$ cat src/rtl/quad_area_3d_unit_assert.svh
// assertion macros for the quad area unit
`ifndef QUAD_AREA_3D_UNIT_ASSERT_SVH
`define QUAD_AREA_3D_UNIT_ASSERT_SVH
`ifndef NO_ASSERTIONS
`define QA_ASSERT_IMPL(label, clk, rst, prop, msg) \
  label: assert property (@(posedge clk) disable iff (rst) prop) else $error(msg);
`define QA_ASSERT_RST(label, clk, prop, msg) \
  label: assert property (@(posedge clk) prop) else $error(msg);
`else
`define QA_ASSERT_IMPL(label, clk, rst, prop, msg)
`define QA_ASSERT_RST(label, clk, prop, msg)
`endif
`endif

$ cat src/rtl/qa3d_pkg.sv
`default_nettype none
package qa3d_pkg;
  localparam int COORD_BITS = 16;
  localparam int AREA_BITS  = 33;
  localparam int QUAD_BITS  = 34;
  // edge vectors are one bit wider than coordinates
  localparam int DIFF_BITS  = COORD_BITS + 1;
  // one product term, then a cross component
  localparam int PROD_BITS  = 2 * DIFF_BITS;
  localparam int CROSS_BITS = PROD_BITS + 1;
  localparam int MAG_BITS   = CROSS_BITS - 1;
  localparam int SQ_BITS    = 2 * MAG_BITS;
  localparam int SUM_BITS   = SQ_BITS + 2;
  // root width: one bit per pair of radicand bits
  localparam int ROOT_BITS  = SUM_BITS / 2;
  localparam int REM_BITS   = ROOT_BITS + 2;
  localparam int HALF_MUL   = MAG_BITS / 2 + MAG_BITS % 2;
  localparam logic [AREA_BITS-1:0] AREA_MAX = '1;

  typedef struct packed {
    logic signed [COORD_BITS-1:0] a_x;
    logic signed [COORD_BITS-1:0] a_y;
    logic signed [COORD_BITS-1:0] a_z;
    logic signed [COORD_BITS-1:0] b_x;
    logic signed [COORD_BITS-1:0] b_y;
    logic signed [COORD_BITS-1:0] b_z;
    logic signed [COORD_BITS-1:0] c_x;
    logic signed [COORD_BITS-1:0] c_y;
    logic signed [COORD_BITS-1:0] c_z;
    logic signed [COORD_BITS-1:0] d_x;
    logic signed [COORD_BITS-1:0] d_y;
    logic signed [COORD_BITS-1:0] d_z;
  } in_item_t;

  typedef struct packed {
    logic [AREA_BITS-1:0] area_abc;
    logic [AREA_BITS-1:0] area_acd;
    logic [QUAD_BITS-1:0] area_quad;
  } out_item_t;

  // data handed from one root cell to the next
  typedef struct packed {
    logic                  vld;
    logic [SUM_BITS-1:0]   rad;
    logic [REM_BITS-1:0]   rem;
    logic [ROOT_BITS-1:0]  root;
  } root_lane_t;
endpackage
`default_nettype wire

$ cat src/rtl/qa3d_root_cell.sv
`default_nettype none
// one restoring square root step: brings down two radicand bits
module qa3d_root_cell (
  input  wire logic clk,
  input  wire logic rst,
  input  wire logic en,
  input  wire qa3d_pkg::root_lane_t lane_in,
  output qa3d_pkg::root_lane_t lane_out
);
  localparam int RB = qa3d_pkg::REM_BITS;
  localparam int SB = qa3d_pkg::SUM_BITS;
  localparam int TB = qa3d_pkg::ROOT_BITS;
  logic [RB-1:0] trial_rem;
  logic [RB-1:0] trial_sub;
  logic          fits;

  always_comb begin
    trial_rem = {lane_in.rem[RB-3:0], lane_in.rad[SB-1:SB-2]};
    trial_sub = {lane_in.root, 2'b01};
    fits = trial_rem >= trial_sub;
  end

  always_ff @(posedge clk) begin
    if (rst) begin
      lane_out.vld <= 1'b0;
    end else if (en) begin
      lane_out.vld <= lane_in.vld;
    end
    if (en) begin
      lane_out.rad  <= {lane_in.rad[SB-3:0], 2'b00};
      lane_out.rem  <= fits ? trial_rem - trial_sub : trial_rem;
      lane_out.root <= {lane_in.root[TB-2:0], fits};
    end
  end
endmodule
`default_nettype wire
$ cat config.mk
export PLATFORM = sky130hd
export DESIGN_NAME = qa3d_root_cell
export DESIGN_NICKNAME = d
export VERILOG_FILES = /design/src/rtl/quad_area_3d_unit_assert.svh /design/src/rtl/qa3d_pkg.sv /design/src/rtl/qa3d_root_cell.sv
export SDC_FILE = /design/constraint.sdc
export NUM_CORES = 1
export LEC_CHECK = 0
export ABC_AREA = 1
export BUFFER_PORTS_ARGS = -buffer_cell sky130_fd_sc_hd__buf_2
export CAP_MARGIN = 20
export CORE_UTILIZATION = 50
export CTS_BUF_LIST = sky130_fd_sc_hd__clkbuf_16
export CTS_CLUSTER_SIZE = 25
export DETAILED_ROUTE_END_ITERATION = 6
export HOLD_SLACK_MARGIN = 0.15
export PLACE_DENSITY = 0.85
export RECOVER_POWER = 25
export SETUP_SLACK_MARGIN = 0.3
export SLEW_MARGIN = 20
export SYNTH_ARGS = -nofsm -noshare
export SYNTH_HDL_FRONTEND = slang
export SYNTH_SLANG_ARGS = --single-unit
$ cat constraint.sdc
create_clock -name clk -period 3 [get_ports clk]
set_input_delay 0.15 -clock clk [delete_from_list [all_inputs] [get_ports clk]]
set_output_delay 0.15 -clock clk [all_outputs]
set_load 0.05 [all_outputs]
=== Yosys cells after proc, flatten, opt, wreduce, memory -nomap -nowiden ===
Index checks and enable logic that the tools add are counted.
Widths: inputs -> output; s select.

* Logic and storage cells: 7
* Input bits: 146
* Register bits after elaboration: 141
* Output and inout bits: 143

* Mux-type cells: 1
* Order comparisons: 1
* $add $sub $neg: 1

{| class="wikitable"
|+ Operator list
! cell !! number
|-
| $ge 37x37->1 || 1
|-
| $mux 37 || 1
|-
| $sub 37x37->37 || 1
|}

=== Longest topological paths before layout ===
* Depth in word-level cells: 2
* Depth in mapped cells: 16
* Depth with buffers taken out: 15

=== Worst setup path after synthesis ===
OpenSTA, ideal clock, no wires.

* Kind: input port to flip-flop
* Start point: in lane_in[6] (netlist name)
* End point: reg lane_out[51] (netlist name) (data pin)
* Data required time: 2.747 ns
* Setup slack: 1.200 ns
* Path buffers: 2
* Library setup time: 0.253 ns
* Stages: 16
* Arrival: 1.547 ns
* Path through: inv_1 ha_1 nand2_1 inv_2 nand2_1 nand2_1 nand2_1 nand2_1 nand2_1 nand2_1 nand2_1 nand4_2 buf_6 buf_12 nand2_1 nand2_1

* Word-level cells in the longest chain between the ends: 2
* Elaborated cells on any way between the ends: 3
* Classes of those cells: 1 x add/sub; 1 x order compare; 1 x mux

{| class="wikitable"
|+ Ends and longest elaborated chain
! item !! RTL line !! RTL
|-
| start, declared || qa3d_root_cell.sv:7 || <nowiki>input wire qa3d_pkg::root_lane_t lane_in,</nowiki>
|-
| $ge 37x37->1 || qa3d_root_cell.sv:20 || <nowiki>fits = trial_rem >= trial_sub;</nowiki>
|-
| net fits || qa3d_root_cell.sv:15 || <nowiki>logic fits;</nowiki>
|-
| $mux 37 || qa3d_root_cell.sv:31 || <nowiki>lane_out.rem <= fits ? trial_rem - trial_sub : trial_rem;</nowiki>
|-
| end, declared || qa3d_root_cell.sv:8 || <nowiki>output qa3d_pkg::root_lane_t lane_out</nowiki>
|}

The timed path passes the listed nets, and every way through them passes these cells.
A chain may end at the register's enable or synchronous reset.

=== Final worst setup path ===
* Start point: in lane_in[18] (netlist name)
* End point: reg lane_out[50] (netlist name) (data pin)

* Word-level cells in the longest chain between the ends: 2

{| class="wikitable"
|+ Ends and longest elaborated chain
! item !! RTL line
|-
| $ge 37x37->1 || qa3d_root_cell.sv:20
|-
| $mux 37 || qa3d_root_cell.sv:31
|}

No other way between the ends.

==> results.txt <==
Status - finished with violations
Failing checks - capacitance limit, slew limit
WP data arrival - 2780 ps
Synthesized flop and latch total - 141
Endpoints failing hold - 0
Post-Synthesis Cell Area - 7960 um2
Total of max-cap violations - 1
Cells along the critical path - dlygate4sd3_1 > buf_2 > inv_1 > ha_1 > nand2_1 > inv_1 > nand2_1 > nand2_1 > a21oi_2 > nor2_1 > nor2_1 > nand2_2 > nand2_8 > nand3_1 > nand2_1
Vias per inst - 5.09
P_sw - 2.34 mW
Pint - 4.26 mW
Distinct cells, synth - 36
Post-route setup TNS - 0 ps
Most common cell on crit path - nand2_1
Post-route ant nets - 0
Synth Area in Adders - 0.0582
Worst slew pin tran - 1960 ps
CTS max path bufs - 2
Rel. slew slack - -0.303
Vias in the first global route - 7640
Clock slew at reported path FFs - 60 ps
Drt wl/cell - 18.4 um
Final worst path period need - 2490 ps
PortBufs - 284
Largest family of logic cells by synthesized area - simple AND/OR/NAND/NOR gates
Compound-Gate Fraction of Synth Area - 0.0302
Switching Share - 0.355
Area of the core - 15400 um2
Mean area per synthesized cell - 9.09 um2
Simple-gate share of the synthesized area - 0.267
Hold Path Class - input port to flop
CP Data Required Time - 3290 ps
# setup viols final - 0
Worst Setup End Kind - flop
RePlAce Congestion - 0.856
Largest net degree at the start of global routing - 76
Post-Syn Instances - 876
Max Fclk - 402 MHz
Global Route Usage Sum - 0.345
Die Span Y - 128 um
Max reg flops - 141
H-tree Lvls - 4
Share of cells above drive strength 1 - 0.248
Initial core utilization - 0.518
Initial antenna violation count - 0
Ports - 289
Crit start category - input port
Multiplexer share of the synthesized area - 0.00126
# diodes - 0
Clk_skew - 0 ps
Peak supply drop - 0.396 mV
RSZ-0062 raised after global routing - no
Combinational fraction of design power - 0.294
Max-slew violation count - 75
Area share of the largest cell type after synthesis - 0.528
CTS buffer count - 17
Worst Path Max Fanout - 36
Area delta synth->final - 44.3%
Crit path max-delay cell type - dlygate4sd3_1
Total clock sinks - 141
Largest reg by FF count - lane_out
CTS tree - built
DRC Markers - 0
Area of the die - 16400 um2
Seq/Total Area, Yosys - 0.531
Worst skew pair latency - 420 ps
Sequential Power Share - 0.374
First-pass GRT wire length - 41900 um
Synth Area in XOR/XNOR - 0.0209
P_leak - 5.64 nW
Syn. warnings - 0
Top flop regs - lane_out (141)
First-pass detailed-route iteration total - 5
Largest stage delay on the critical path - 570 ps
GRT Residual Overflow - 0
Iter 0 DRT Violations - 628
Pwr Density - 575 nW/um2
Nets - 1493
Die Span X - 128 um
Final HPWL DP - 17900 um
Tot Pwr - 6.60 mW
Clock root buffer - clkbuf_16
Cell Rows - 45
DRT Wirelength - 28200 um
Top cells by area, synth - edfxtp_1, nand2_1, inv_1
Kind of critical path - input port to flop
Cell taking the most area after synthesis - edfxtp_1
Vias - 7792
Clock power frac - 0.332
Final worst path period share - 0.829
==> critical path: cells and delay by family <==
kind	cells	cell delay, ps
buffers and inverters	4	810
and+or+nand+nor	9	1180
AOI/OAI and AO/OA	1	230
adders and majority gates	1	370
==> layer usage <==
metal	share of wire	GRT usage
met1	0.37	0.393
met2	0.51	0.611
met3	0.079	0.0843
met4	0.042	0.161
met5	0	0
==> kinds of logic after synthesis <==
logic type | Yosys count
buffers and inverters | 164
AO/OA/AOI/OAI | 43
XOR/XNOR | 19
AND/OR/NAND/NOR | 470
flip-flops | 141
adder cells (fa/ha/maj) | 37
other | 1
multiplexers | 1
==> cell usage in the layout, fill, tap and decap left out, types with 2 or more instances in the layout <==
| cell type | n |
|---|---|
| nand3_2 | 25 |
| clkinv_4 | 4 |
| clkbuf_1 | 40 |
| nor2_2 | 7 |
| xnor2_1 | 2 |
| o21bai_1 | 5 |
| nand2_1 | 289 |
| inv_1 | 147 |
| buf_4 | 3 |
| a21o_1 | 2 |
| conb_1 | 2 |
| o21ai_0 | 8 |
| nand3_1 | 54 |
| clkbuf_16 | 17 |
| inv_6 | 3 |
| bufinv_16 | 3 |
| clkinv_2 | 3 |
| xor2_1 | 17 |
| nor3_1 | 7 |
| clkbuf_2 | 2 |
| nor2_1 | 59 |
| nand2_2 | 9 |
| buf_2 | 242 |
| nand4_1 | 4 |
| nand3b_1 | 10 |
| nor2_4 | 2 |
| ha_1 | 37 |
| edfxtp_1 | 140 |
| a21oi_1 | 25 |
| dlygate4sd3_1 | 140 |
| inv_2 | 2 |
==> power groups by stage <==
stage	logic [mW]	clock network (mW)	registers, mW
CTS	1.90	2.16	2.45
floorplan	0.604	0	3.15
finish	1.94	2.19	2.47
global route	2.06	2.27	2.48
global placement	1.72	0	2.48
detailed placement	1.74	0	2.49
==> cell type report <==
class                           instances  area, um2
Clock buffer                           17        425
Clock inverter                         13        166
Fill cell                            1078       3890
Inverter                              150        563
Multi-Input combinational cell        572       3030
Sequential cell                       141       4220
Tap cell                              211        264
Timing Repair Buffer                  428       2820
==> metrics by stage <==
step	worst slack [ps]	std cells	utilization	hold slack, ps	area [um2]
global route	322	1532	0.747	309	11500
CTS	397	1532	0.750	226	11500
detailed placement	523	1362	0.620	312	9530
floorplan	1200	877	-	222	7960
finish	513	1532	0.747	249	11500
global placement	562	1362	0.620	311	9530
==> final timing paths <==
check / start / to / slack, ps / depth (start not counted)
worst min-delay path: lane_in[141] / lane_out[36]$_DFFE_PP_ / 250 / 3
worst max register to register: lane_out[142]$_SDFFE_PP0P_ / lane_out[142]$_SDFFE_PP0P_ / 1800 / 3
worst min register to register: lane_out[142]$_SDFFE_PP0P_ / lane_out[142]$_SDFFE_PP0P_ / 1100 / 3
worst max-delay path: lane_in[18] / lane_out[50]$_DFFE_PP_ / 510 / 15
==> cells in the mapped netlist <==
cell        n
a21boi_0    1
a21o_1      2
a21oi_1    25
a21oi_2     1
a31oi_1     1
and3_1      1
buf_12      2
buf_2       3
buf_4       2
buf_6       3
buf_8       4
clkinv_1    1
conb_1      1
dfxtp_1     1
edfxtp_1  140
ha_1       37
inv_1     147
inv_2       2
mux2i_1     1
nand2_1   289
nand2_2     9
nand2_4     1
nand3_1    54
nand3_2    25
nand3b_1   10
nand4_1     4
nand4_2     1
nor2_1     59
nor2_2      7
nor2_4      2
nor3_1      7
nor3_2      1
o21ai_0     8
o21bai_1    5
xnor2_1     2
xor2_1     17
==> repair_timing <==
| item | CTS | global route |
|---|---|---|
| buffers inserted | 0 | 0 |
| endpoints found under the setup margin | 0 | 36 |
| endpoints found under the hold margin | 139 | 0 |
| gates resized for setup | 0 | 2 |
| hold buffers | 140 | 0 |
Power figures use the tool's default switching activity.
